$ cat src/rtl/core/psa_pkg.sv
// ----------------------------------------------------------------------------
// psa_pkg
// Shared types, constants and the divider step function of the perspective
// scanline block.
// ----------------------------------------------------------------------------
`default_nettype none

package psa_pkg;

  // Visible scanlines; lines at or past this count are inactive.
  localparam int unsigned SCREEN_LINES = 160;
  localparam int unsigned LINE_CMP_W   = 11;

  // Configuration port.
  localparam int unsigned CFG_AW = 3;
  localparam int unsigned CFG_DW = 16;

  localparam logic [CFG_AW-1:0] REG_HORIZON      = 3'd0;
  localparam logic [CFG_AW-1:0] REG_FIRST_ACTIVE = 3'd1;
  localparam logic [CFG_AW-1:0] REG_EYE          = 3'd2;
  localparam logic [CFG_AW-1:0] REG_LATERAL      = 3'd3;
  localparam logic [CFG_AW-1:0] REG_ZOOM         = 3'd4;

  localparam logic signed [15:0] ZOOM_RESET = 16'sd256;

  // Stream widths.
  localparam int unsigned IN_W  = 104;
  localparam int unsigned OUT_W = 120;

  // Divider geometry: quotient bits produced per pipeline stage.
  localparam int unsigned DIV_BITS   = 32;
  localparam int unsigned DIV_STEPS  = 4;
  localparam int unsigned DIV_STAGES = DIV_BITS / DIV_STEPS;

  typedef struct packed {
    logic        [7:0]  horizon;
    logic        [7:0]  first_active;
    logic signed [15:0] eye;
    logic signed [15:0] lateral;
    logic signed [15:0] zoom;
  } cfg_t;

  typedef struct packed {
    logic        [7:0]  line;
    logic signed [15:0] sine;
    logic signed [15:0] cosine;
    logic signed [31:0] cam_x;
    logic signed [31:0] cam_y;
  } item_t;

  // Per-line values that ride alongside the depth computation.
  typedef struct packed {
    logic        [7:0]  line;
    logic               active;
    logic signed [17:0] s;
    logic signed [18:0] ns;
    logic signed [17:0] c;
    logic signed [31:0] cam_x;
    logic signed [31:0] cam_y;
  } side_t;

  typedef struct packed {
    logic [7:0]          rem;
    logic [DIV_BITS-1:0] work;
    logic [7:0]          md;
    logic                neg;
    logic                zero;
    side_t               side;
  } div_t;

  typedef struct packed {
    logic [DIV_BITS-1:0] depth;
    side_t               side;
  } dep_t;

  typedef struct packed {
    logic        [7:0]  line_out;
    logic               active;
    logic signed [15:0] mat_a;
    logic signed [15:0] mat_b;
    logic signed [15:0] mat_c;
    logic signed [15:0] mat_d;
    logic signed [23:0] ref_x;
    logic signed [23:0] ref_y;
  } res_t;

  // Restoring division steps. The work word starts as the dividend and
  // shifts left one bit per step, collecting quotient bits at the bottom.
  function automatic div_t div_iter(div_t x);
    div_t       y;
    logic [8:0] r9;
    y = x;
    for (int i = 0; i < DIV_STEPS; i++) begin
      r9     = {y.rem, y.work[DIV_BITS-1]};
      y.work = {y.work[DIV_BITS-2:0], 1'b0};
      if (r9 >= {1'b0, y.md}) begin
        y.rem     = 8'(r9 - {1'b0, y.md});
        y.work[0] = 1'b1;
      end else begin
        y.rem = r9[7:0];
      end
    end
    return y;
  endfunction

endpackage

`default_nettype wire

$ cat src/rtl/core/psa_front.sv
// ----------------------------------------------------------------------------
// psa_front
// Input stage: decodes the line, forms the divider operands as sign and
// magnitude, and scales sine and cosine.
// ----------------------------------------------------------------------------
`default_nettype none

module psa_front (
  input  wire logic          clk,
  input  wire logic          rst_n,
  input  wire psa_pkg::cfg_t  cfg,
  input  wire logic          in_valid,
  output logic               in_ready,
  input  wire psa_pkg::item_t in_data,
  output logic               out_valid,
  input  wire logic          out_ready,
  output psa_pkg::div_t      out_data
);
  import psa_pkg::*;

  localparam logic [LINE_CMP_W-1:0] LINE_LIM = LINE_CMP_W'(SCREEN_LINES);

  logic        v_r;
  div_t        data_r;
  div_t        data_nxt;
  logic [15:0] diff16;
  logic [15:0] mag16;
  logic [8:0]  d9;
  logic        nn;
  logic        dn;
  logic        act;

  assign in_ready  = !v_r || out_ready;
  assign out_valid = v_r;
  assign out_data  = data_r;

  always_comb begin
    // The dividend is (eye - horizon) << 16 wrapped to 32 bits, so only the
    // low 16 bits of the difference survive, in the upper half.
    diff16 = cfg.eye - {8'd0, cfg.horizon};
    nn     = diff16[15];
    mag16  = nn ? 16'(16'd0 - diff16) : diff16;
    d9     = {1'b0, in_data.line} - {1'b0, cfg.horizon};
    dn     = d9[8];
    act    = (in_data.line >= cfg.first_active) &&
             ({{(LINE_CMP_W-8){1'b0}}, in_data.line} < LINE_LIM);

    data_nxt.rem        = 8'd0;
    data_nxt.work       = {mag16, 16'd0};
    data_nxt.md         = dn ? 8'(9'd0 - d9) : d9[7:0];
    data_nxt.neg        = nn ^ dn;
    data_nxt.zero       = (in_data.line == cfg.horizon);
    data_nxt.side.line  = in_data.line;
    data_nxt.side.active = act;
    data_nxt.side.s     = {in_data.sine, 2'b00};
    data_nxt.side.c     = {in_data.cosine, 2'b00};
    data_nxt.side.ns    = 19'sd0 - {in_data.sine[15], in_data.sine, 2'b00};
    data_nxt.side.cam_x = in_data.cam_x;
    data_nxt.side.cam_y = in_data.cam_y;
  end

  always_ff @(posedge clk) begin
    if (!rst_n) begin
      v_r <= 1'b0;
    end else if (in_ready) begin
      v_r <= in_valid;
    end
  end

  always_ff @(posedge clk) begin
    if (in_ready) begin
      data_r <= data_nxt;
    end
  end

  // The horizon flag and a zero divisor magnitude must agree.
  a_zero_div : assert property (@(posedge clk) disable iff (!rst_n)
    v_r |-> (data_r.zero == (data_r.md == 8'd0)))
    else $error("horizon flag disagrees with divisor");

endmodule

`default_nettype wire

$ cat config.mk
export PLATFORM = sky130hd
export DESIGN_NAME = psa_front
export DESIGN_NICKNAME = d
export VERILOG_FILES = /design/src/rtl/core/psa_pkg.sv /design/src/rtl/core/psa_front.sv
export SDC_FILE = /design/constraint.sdc
export NUM_CORES = 1
export LEC_CHECK = 0
export BUFFER_PORTS_ARGS = -buffer_cell sky130_fd_sc_hd__buf_2
export CORE_AREA = 3 3 137 139
export CTS_BUF_LIST = sky130_fd_sc_hd__clkbuf_2
export DETAILED_ROUTE_END_ITERATION = 12
export DIE_AREA = 0 0 140 142
export PLACE_DENSITY = 0.68
export REMOVE_ABC_BUFFERS = 1
export SETUP_SLACK_MARGIN = 0.05
export SLEW_MARGIN = 30
export SYNTH_ARGS = -nofsm -noshare
export SYNTH_HDL_FRONTEND = slang
export SYNTH_SLANG_ARGS = --single-unit
$ cat constraint.sdc
create_clock -name clk -period 10.83 [get_ports clk]
set_input_delay 2.166 -clock clk [delete_from_list [all_inputs] [get_ports clk]]
set_output_delay 2.166 -clock clk [all_outputs]
set_load 0.01 [all_outputs]
==> reports/results.ini <==
[status]
outcome=finished, final reports clean

[setup_path]
path_max_fanout=39
crit_chain=buf_2 -> nand2b_4 -> buf_2
cp-start-kind=primary input
rr_startpoint=out_valid$_SDFFE_PN0P_
path_class=in2out
crit_top_cell=buf_2
cp.required_ns=8.66
r2r_setup_slack_ns=8.22
path_buf_inv=2
worstSetupEndpointType=output port
crit_family=simple AND/OR/NAND/NOR gates
rr_worst_depth=3
r2r-end=out_data[43]$_DFFE_PP_
critPathMaxStageDelay_ns=0.44
cp_slowest_cell=nand2b_4
arrival_ns=2.96

[route]
wl_per_cell_um=17.5
drcViolationCount=0
vias_per_cell=4.60
wl_um=17500
ant_nets=0
drt_iter0_drc=259
drtPass1Iterations=4
vias=4617

[placed_design]
post-place-ws_ns=5.50
postPlaceCellArea_sq_um=8180
io_buffers=289
routabilityCongestion=0.858
dpl.hpwl_um=14100

[synthesis]
syn-instance-count=455
synth-seq-cells=148
ys.flop_type=edfxtp_1
synth_cell_types=55
ys.warnings.count=0
synthArstFlopShare=0
synth-edff-count=147
yosysSeqAreaShare=0.676
avgSynthCellArea_sq_um=14.4
netlist_area_sq_um=6560

[grt]
grt_pass1_wl_um=25200
grt_pass1_vias=4366
grt-ovfl-total=0
grtUsageMet1=0.197
antenna_found_initial=2
grt_max_degree=70
use_met2=0.297
grtUsageTotal=0.168
top_usage_layer=met2
grtUsageMet3=0.0601

[layout]
final_cell_mix=buf_2, edfxtp_1, nor2_1, xnor2_1, inv_1
fill_cells=1626
drive_gt1_frac=0.430
final_common_cell=buf_2
area_growth_pct=28.6
multi_input_area_sq_um=1880
final_util=0.474
final_cell_area_sq_um=8430
final-seq-area_sq_um=4430
nNetsFinal=962

[clock_tree]
clkTransAtPathRegs_ns=0.27
cts-hold-fix-buffers=0
postCtsSetupBuffers=0
cts_root_buffer=clkbuf_2
clock_latency_ns=0.68
h-tree-depth=4
cts_made_buffers=17
cts_tree=built
cts_resized=0
clock_sinks=148
clock_path_buffers=2

[die]
core_sq_um=17800
die_area_sq_um=19900
num_rows=49
io_pins=352
die_w_um=140
fp.dieH_um=142
initial_core_util=0.369

[sta]
finalMaxSlewViolations=0
worstMarginPinSlew_ns=0.926
layout_setup_ws_ns=5.70
skew_ns=0.0215
setup_violations=0
relSlewSlack=0.382
timing.fmax_ghz=0.195
period_needed_ns=5.13
finalCritPeriodShare=0.473
tns_ns=0
final_hold_viol_count=0
grt_setup_unrepaired=no

[min_path]
holdPathStages=1
hp-start=out_valid$_SDFFE_PN0P_
min_path_type=reg2reg
hold_end=out_data[17]$_DFFE_PP_

[power_and_ir_drop]
p_switching_w=0.000381
vdd_drop_max_mv=0.0678
powerDensity_nw_per_um2=150
p_seq_frac=0.557
p_clk_frac=0.255
combPwrFrac=0.188
sw_frac_of_total=0.300
p_total_w=0.00127
p_leak_nw=3.73
p_int_w=0.000888

[flow_run]
maxCapViolCount=0

cell families after synthesis:
kind of cell	after synthesis	share of synthesized area
and+or+nand+nor	98	0.0759
other	1	0.000572
buffers and inverters	64	0.0549
xor gates and xnor gates	49	0.0654
adders and majority gates	29	0.0576
DFF	148	0.676
AOI/OAI and AO/OA	66	0.0694
registers in the layout (all words and copies together) (netlist names):
| register | flops |
|---|---|
| out_data | 147 |
| out_valid | 1 |
per-layer routing:
| layer | part of all wire | wire length (um) |
|---|---|---|
| met2 | 0.51 | 8970 |
| met5 | 0.00091 | 16 |
| met3 | 0.086 | 1510 |
| met1 | 0.39 | 6800 |
| met4 | 0.013 | 232 |
synth_stat cells (all sizes together) (3+ instances only):
cell type,number,area share
nand2,16,0.0092
nand2b,4,0.0038
nor4,3,0.0029
ha,27,0.052
buf,32,0.037
inv,31,0.018
or2,3,0.0029
edfxtp,147,0.67
nor3,8,0.0061
xor2,16,0.021
o21ai,17,0.013
o21a,6,0.0069
nor2b,5,0.0048
nor2,33,0.019
xnor2,33,0.044
a21o,6,0.0069
a21oi,14,0.011
o31ai,3,0.0034
nand4,3,0.0029
nand3,7,0.0053
or3,3,0.0029
nand3b,3,0.0034
worst max path at each step:
stage                    from                 endpoint  slack [ns]  cells past startpoint
floorplan           out_ready                 in_ready        2.87                      1
global placement      cfg[57]  out_data[162]$_DFFE_PP_        5.54                     11
detailed placement    cfg[57]  out_data[162]$_DFFE_PP_        5.50                     11
CTS                 out_ready                 in_ready        5.70                      3
global route        out_ready                 in_ready        5.66                      3
finish              out_ready                 in_ready        5.70                      3
power by group through the flow:
stage | Sequential, W | Clock [W] | Combinational (W)
after floorplan | 0.000757 | 0 | 0.0000956
after global placement | 0.000720 | 0 | 0.000239
after detailed placement | 0.000722 | 0 | 0.000242
after CTS | 0.000708 | 0.000340 | 0.000243
after global routing | 0.000713 | 0.000365 | 0.000261
final | 0.000707 | 0.000323 | 0.000238
per-stage QoR:
stage	hold slack, ns	cells
finish	0.979	1004
global route	1.01	1004
CTS	0.986	1003
detailed placement	0.966	971
global placement	0.944	971
floorplan	2.26	451
worst register-to-register path, stage by stage, from the launching register on:
cell,delay [ns]
dfxtp_1,0.39
nand2b_4,0.40
buf_4,0.57
buf_4,0.82
area by class of cell:
type	count	share of cell area
flip-flops and latches	148	0.526
well taps	229	0.0340
clock buffers	17	0.0101
multi-input cells	272	0.223
diodes	1	0.000297
clock inverters	15	0.0196
inverters	31	0.0138
repair buffers	291	0.173
No activity file was read; power rests on OpenSTA's default activity.
