==> src/rtl/core/psa_pkg.sv <==
// ----------------------------------------------------------------------------
// psa_pkg
// Shared types, constants and the divider step function of the perspective
// scanline block.
// ----------------------------------------------------------------------------
`default_nettype none

package psa_pkg;

  // Visible scanlines; lines at or past this count are inactive.
  localparam int unsigned SCREEN_LINES = 160;
  localparam int unsigned LINE_CMP_W   = 11;

  // Configuration port.
  localparam int unsigned CFG_AW = 3;
  localparam int unsigned CFG_DW = 16;

  localparam logic [CFG_AW-1:0] REG_HORIZON      = 3'd0;
  localparam logic [CFG_AW-1:0] REG_FIRST_ACTIVE = 3'd1;
  localparam logic [CFG_AW-1:0] REG_EYE          = 3'd2;
  localparam logic [CFG_AW-1:0] REG_LATERAL      = 3'd3;
  localparam logic [CFG_AW-1:0] REG_ZOOM         = 3'd4;

  localparam logic signed [15:0] ZOOM_RESET = 16'sd256;

  // Stream widths.
  localparam int unsigned IN_W  = 104;
  localparam int unsigned OUT_W = 120;

  // Divider geometry: quotient bits produced per pipeline stage.
  localparam int unsigned DIV_BITS   = 32;
  localparam int unsigned DIV_STEPS  = 4;
  localparam int unsigned DIV_STAGES = DIV_BITS / DIV_STEPS;

  typedef struct packed {
    logic        [7:0]  horizon;
    logic        [7:0]  first_active;
    logic signed [15:0] eye;
    logic signed [15:0] lateral;
    logic signed [15:0] zoom;
  } cfg_t;

  typedef struct packed {
    logic        [7:0]  line;
    logic signed [15:0] sine;
    logic signed [15:0] cosine;
    logic signed [31:0] cam_x;
    logic signed [31:0] cam_y;
  } item_t;

  // Per-line values that ride alongside the depth computation.
  typedef struct packed {
    logic        [7:0]  line;
    logic               active;
    logic signed [17:0] s;
    logic signed [18:0] ns;
    logic signed [17:0] c;
    logic signed [31:0] cam_x;
    logic signed [31:0] cam_y;
  } side_t;

  typedef struct packed {
    logic [7:0]          rem;
    logic [DIV_BITS-1:0] work;
    logic [7:0]          md;
    logic                neg;
    logic                zero;
    side_t               side;
  } div_t;

  typedef struct packed {
    logic [DIV_BITS-1:0] depth;
    side_t               side;
  } dep_t;

  typedef struct packed {
    logic        [7:0]  line_out;
    logic               active;
    logic signed [15:0] mat_a;
    logic signed [15:0] mat_b;
    logic signed [15:0] mat_c;
    logic signed [15:0] mat_d;
    logic signed [23:0] ref_x;
    logic signed [23:0] ref_y;
  } res_t;

  // Restoring division steps. The work word starts as the dividend and
  // shifts left one bit per step, collecting quotient bits at the bottom.
  function automatic div_t div_iter(div_t x);
    div_t       y;
    logic [8:0] r9;
    y = x;
    for (int i = 0; i < DIV_STEPS; i++) begin
      r9     = {y.rem, y.work[DIV_BITS-1]};
      y.work = {y.work[DIV_BITS-2:0], 1'b0};
      if (r9 >= {1'b0, y.md}) begin
        y.rem     = 8'(r9 - {1'b0, y.md});
        y.work[0] = 1'b1;
      end else begin
        y.rem = r9[7:0];
      end
    end
    return y;
  endfunction

endpackage

`default_nettype wire

==> src/rtl/core/psa_div.sv <==
// ----------------------------------------------------------------------------
// psa_div
// Pipelined restoring divider for the per-line depth. Several quotient bits
// per stage, then a stage that restores the sign and zeroes the horizon.
// ----------------------------------------------------------------------------
`default_nettype none

module psa_div (
  input  wire logic         clk,
  input  wire logic         rst_n,
  input  wire logic         in_valid,
  output logic              in_ready,
  input  wire psa_pkg::div_t in_data,
  output logic              out_valid,
  input  wire logic         out_ready,
  output psa_pkg::dep_t     out_data
);
  import psa_pkg::*;

  localparam int unsigned NSTG = DIV_STAGES + 1;

  logic [NSTG-1:0] v_r;
  logic [NSTG-1:0] v_in;
  logic [NSTG:0]   rdy;
  div_t            it_r   [DIV_STAGES];
  div_t            it_nxt [DIV_STAGES];
  dep_t            dep_r;
  dep_t            dep_nxt;
  div_t            last;

  always_comb begin
    rdy[NSTG] = out_ready;
    for (int k = NSTG - 1; k >= 0; k--) begin
      rdy[k] = !v_r[k] || rdy[k+1];
    end
  end

  assign v_in      = {v_r[NSTG-2:0], in_valid};
  assign in_ready  = rdy[0];
  assign out_valid = v_r[NSTG-1];
  assign out_data  = dep_r;

  always_comb begin
    it_nxt[0] = div_iter(in_data);
    for (int k = 1; k < DIV_STAGES; k++) begin
      it_nxt[k] = div_iter(it_r[k-1]);
    end
  end

  always_comb begin
    last         = it_r[DIV_STAGES-1];
    dep_nxt.side = last.side;
    if (last.zero || !last.side.active) begin
      dep_nxt.depth = '0;
    end else if (last.neg) begin
      dep_nxt.depth = DIV_BITS'(0) - last.work;
    end else begin
      dep_nxt.depth = last.work;
    end
  end

  always_ff @(posedge clk) begin
    if (!rst_n) begin
      v_r <= '0;
    end else begin
      for (int k = 0; k < NSTG; k++) begin
        if (rdy[k]) begin
          v_r[k] <= v_in[k];
        end
      end
    end
  end

  always_ff @(posedge clk) begin
    for (int k = 0; k < DIV_STAGES; k++) begin
      if (rdy[k]) begin
        it_r[k] <= it_nxt[k];
      end
    end
    if (rdy[NSTG-1]) begin
      dep_r <= dep_nxt;
    end
  end

  // A partial remainder always stays below a nonzero divisor.
  a_rem_bound : assert property (@(posedge clk) disable iff (!rst_n)
    (v_r[DIV_STAGES-1] && (it_r[DIV_STAGES-1].md != 8'd0)) |->
      (it_r[DIV_STAGES-1].rem < it_r[DIV_STAGES-1].md))
    else $error("divider remainder out of range");

  a_inactive_zero : assert property (@(posedge clk) disable iff (!rst_n)
    (out_valid && !dep_r.side.active) |-> (dep_r.depth == '0))
    else $error("inactive line carries a nonzero depth");

endmodule

`default_nettype wire

==> config.mk <==
export PLATFORM = sky130hd
export DESIGN_NAME = psa_div
export DESIGN_NICKNAME = d
export VERILOG_FILES = /design/src/rtl/core/psa_pkg.sv /design/src/rtl/core/psa_div.sv
export SDC_FILE = /design/constraint.sdc
export NUM_CORES = 2
export LEC_CHECK = 0
export ABC_AREA = 1
export BUFFER_PORTS_ARGS = -buffer_cell sky130_fd_sc_hd__buf_2
export CORE_MARGIN = 1.5
export CORE_UTILIZATION = 39
export DETAILED_ROUTE_END_ITERATION = 10
export PLACE_DENSITY = 0.67
export SLEW_MARGIN = 20
export SYNTH_ARGS = -nofsm -noshare
export SYNTH_HDL_FRONTEND = slang
export SYNTH_SLANG_ARGS = --single-unit
==> constraint.sdc <==
create_clock -name clk -period 33.2 [get_ports clk]
set_clock_uncertainty 0.05 [all_clocks]
set_input_delay 3.32 -clock clk [delete_from_list [all_inputs] [get_ports clk]]
set_output_delay 3.32 -clock clk [all_outputs]
set_load 0.1 [all_outputs]
==> run summary <==
SETUP PATH
--------------------------------------------------------------------------------
Worst endpoint data arrival time                                         9.26 ns
CP Data Required Time                                                   29.83 ns
Crit path launch type                                                  input pin
Worst Path Class, Setup                                             input pin to primary output
Instance count on the critical path                                           16
Cell with the most instances on the worst path                      sky130_fd_sc_hd__nor2_1
Slowest cell on the critical path                                   sky130_fd_sc_hd__inv_8
Crit-path leading delay family                                      buffers and inverters
Buf+Inv Stages, Crit Path                                                      7
Number of cell instances on the worst register-to-register path               38
List of cells traversed by the critical path                        buf_2 > nor2_1 > inv_8 > nor2_1 > inv_8 > nor2_1 > inv_8 > nor2_1 > inv_8 > nor2_1 > inv_8 > nor2_1 > nand2_4 > nor2_1 > nand2_4 > buf_2
Critical path peak fanout                                                    116
Delay contributed by the slowest stage of the critical path              0.62 ns
Crit end category                                                   primary output

LOGIC SYNTHESIS
--------------------------------------------------------------------------------
Warning count from the yosys run                                               0
Sequential element share of the synthesized area                           75.2%
Largest cells by area after synthesis                               sky130_fd_sc_hd__edfxtp_1, sky130_fd_sc_hd__ha_1, sky130_fd_sc_hd__nand2_1
Cell accounting for the most synthesized area                       sky130_fd_sc_hd__edfxtp_1
Number of synthesized flops with an enable pin                             1,568
Most used standard cell by instance count after synthesis           sky130_fd_sc_hd__edfxtp_1
Distinct cells, synth                                                         55
Asr flop ratio synth                                                          0%
Post-Synthesis Net Count                                                   4,776
Area share of the largest cell type after synthesis                        74.9%
Area of the mapped netlist                                            0.0628 mm2
Synthesized instance count                                                 4,306
Commonest cells in the synthesized netlist                          sky130_fd_sc_hd__edfxtp_1, sky130_fd_sc_hd__nand2_1, sky130_fd_sc_hd__inv_1
Commonest register cell after synthesis                             sky130_fd_sc_hd__edfxtp_1
Total of flip-flops plus latches after synthesis                           1,577
Synthesized area per cell                                               14.6 um2

DRT
--------------------------------------------------------------------------------
Post-route antenna net violation count                                         0
Number of vias in the routed layout                                       33,500
Drt via density                                                             4.72
Total routed wirelength                                               127,000 um
Router iterations before antenna repair                                        5
Post-route DRC                                                                 0
Routed length per placed instance                                        18.0 um
First-iteration detailed-routing DRC count                                 2,214

CLOCK TREE
--------------------------------------------------------------------------------
Buffers from clock root to sink, at most                                       3
CTS tree                                                                    done
TritonCTS sink count                                                       1,577
Number of H-tree levels                                                        4
Worst-path clk slew                                                      0.06 ns
Hold buffers post-CTS                                                          0
Insertion delay of the later-clocked pin in the worst-skew pair          0.80 ns
CTS Buf Count                                                                157
Post-CTS setup buffer count                                                    0
Root buffer selected by CTS                                         sky130_fd_sc_hd__clkbuf_16
CTS-repair resized insts                                                       0

STA
--------------------------------------------------------------------------------
Slew HR                                                                    33.8%
Timing-limited maximum frequency                                        79.1 MHz
Period utilisation layout                                                  38.1%
Fin Setup TNS                                                               0 ns
Setup repair after global routing missed its margin                        false
Post-route worst hold slack                                             0.310 ns
Final hold viol count                                                          0
Tmin final                                                              12.63 ns
Number of pins exceeding their max-slew limit in the final report              0
Final setup vio count                                                          0
Transition time of the tightest slew-check pin                          0.992 ns

GRT
--------------------------------------------------------------------------------
Vias in the first global route                                            32,300
Global-route wire length before repair                                191,000 um
GRT Util Overall                                                           15.5%
Congestion Overflow GR                                                         0
Initial antenna violation count                                               10
Maximum number of pins on one net before global-route repair                 117

FLOORPLAN
--------------------------------------------------------------------------------
Overall die width                                                         404 um
Die outline area                                                       0.164 mm2
Std-Cell Core Area                                                     0.160 mm2
Starting Density                                                           39.2%
Height of the die                                                         404 um
Row count                                                                    147
Ports placed on the boundary                                                 344

PLACEMENT
--------------------------------------------------------------------------------
Last weighted congestion value of the routability-driven placer            0.888
Count of input and output buffers                                            343
Placed wire-length estimate after detailed placement                   90,800 um

FINISH
--------------------------------------------------------------------------------
Share of post-route cells with drive strength above 1                      14.6%
Final-layout fill cell count                                              14,100
Layout overhead on the synthesized area                                    15.0%
Nets@finish                                                                5,265

MIN PATH
--------------------------------------------------------------------------------
Hold path depth                                                                0
Worst hold path class                                               register to register

RUN
--------------------------------------------------------------------------------
Max-Cap Viols                                                                  0

OUTCOME
--------------------------------------------------------------------------------
Result of the run                                                   finished, final reports clean

[state kept, by name (all words and copies together) (netlist names)]
| register | cells |
|---|---|
| v_r | 9 |
| out_data | 160 |
| it_r | 1408 |
[final timing paths]
check	startpoint	to	slack (ns)
min reg2reg	it_r[0][290]	it_r[0][468]	0.31
max reg2reg	it_r[0][490]	it_r[0][706]	25.13
min	it_r[0][290]	it_r[0][468]	0.31
max	out_ready	in_ready	20.57
[cell type report]
class	instances	area (um2)	area share [%]
Timing Repair Buffer	359	1840	2.54
Antenna cell	6	15.0	0.0208
Inverter	478	1850	2.55
Sequential cell	1577	47300	65.4
Tap cell	2160	2700	3.74
Multi-Input combinational cell	2222	13600	18.8
Clock buffer	182	4020	5.56
Clock inverter	102	1030	1.43
[logic make-up (layout without fill, tap and decap cells)]
| group | after synthesis | in the layout | share of synthesized area, % |
|---|---|---|---|
| AO/OA/AOI/OAI | 420 | 420 | 3.76 |
| other | 0 | 6 | 0 |
| flip-flops | 1577 | 1577 | 75.2 |
| adder cells (fa/ha/maj) | 288 | 288 | 6.10 |
| buffers and inverters | 507 | 1121 | 3.20 |
| XOR/XNOR | 153 | 153 | 2.13 |
| AND/OR/NAND/NOR | 1361 | 1361 | 9.59 |
[layer usage]
metal	GRT usage (%)	routed length, um	share of wire, %	vias to the layer above
met1	20.5	55800	44	16100
met2	25.6	61700	49	759
li1	-	-	-	16300
met3	2.96	6240	4.9	205
met5	0	79	0.062	-
met4	5.14	3420	2.7	12
[placed cells by master, fill, tap and decap left out, types with 8 or more instances in the layout]
| master | instances |
|---|---|
| sky130_fd_sc_hd__clkbuf_1 | 25 |
| sky130_fd_sc_hd__nor3_1 | 35 |
| sky130_fd_sc_hd__nor2_2 | 10 |
| sky130_fd_sc_hd__inv_1 | 454 |
| sky130_fd_sc_hd__o21ai_1 | 31 |
| sky130_fd_sc_hd__clkinv_1 | 34 |
| sky130_fd_sc_hd__nand3b_1 | 20 |
| sky130_fd_sc_hd__inv_2 | 15 |
| sky130_fd_sc_hd__a21oi_1 | 212 |
| sky130_fd_sc_hd__o211ai_1 | 9 |
| sky130_fd_sc_hd__nand4_1 | 66 |
| sky130_fd_sc_hd__edfxtp_1 | 1568 |
| sky130_fd_sc_hd__xor2_1 | 93 |
| sky130_fd_sc_hd__dfxtp_1 | 9 |
| sky130_fd_sc_hd__o21ai_0 | 88 |
| sky130_fd_sc_hd__nand3_1 | 145 |
| sky130_fd_sc_hd__inv_6 | 9 |
| sky130_fd_sc_hd__buf_4 | 16 |
| sky130_fd_sc_hd__nor2_1 | 201 |
| sky130_fd_sc_hd__nand2_1 | 793 |
| sky130_fd_sc_hd__clkbuf_16 | 157 |
| sky130_fd_sc_hd__or2_2 | 12 |
| sky130_fd_sc_hd__bufinv_16 | 8 |
| sky130_fd_sc_hd__clkinv_2 | 28 |
| sky130_fd_sc_hd__o21a_1 | 14 |
| sky130_fd_sc_hd__a211oi_1 | 8 |
| sky130_fd_sc_hd__fa_1 | 31 |
| sky130_fd_sc_hd__xnor2_1 | 60 |
| sky130_fd_sc_hd__ha_1 | 257 |
| sky130_fd_sc_hd__nand2_2 | 27 |
| sky130_fd_sc_hd__o21ai_2 | 16 |
| sky130_fd_sc_hd__buf_2 | 343 |
| sky130_fd_sc_hd__clkinvlp_4 | 8 |
| sky130_fd_sc_hd__a21o_1 | 12 |
| sky130_fd_sc_hd__nor2_4 | 8 |
| sky130_fd_sc_hd__nand3_2 | 15 |
| sky130_fd_sc_hd__clkinv_16 | 10 |
[metrics by stage]
step / util (%) / area [um2] / setup slack (ns) / std cells
2_1_floorplan: - / 62800 / 0.0416 / 4306
3_3_place_gp: 42.0 / 67200 / 20.26 / 6796
3_5_place_dp: 42.0 / 67200 / 20.15 / 6796
4_1_cts: 45.1 / 72300 / 20.12 / 7080
5_1_grt: 45.1 / 72300 / 19.85 / 7081
6_report: 45.1 / 72300 / 20.57 / 7086
Power is not shown: default switching activity piles up to over one toggle a cycle in this logic, so the estimate is an artifact.
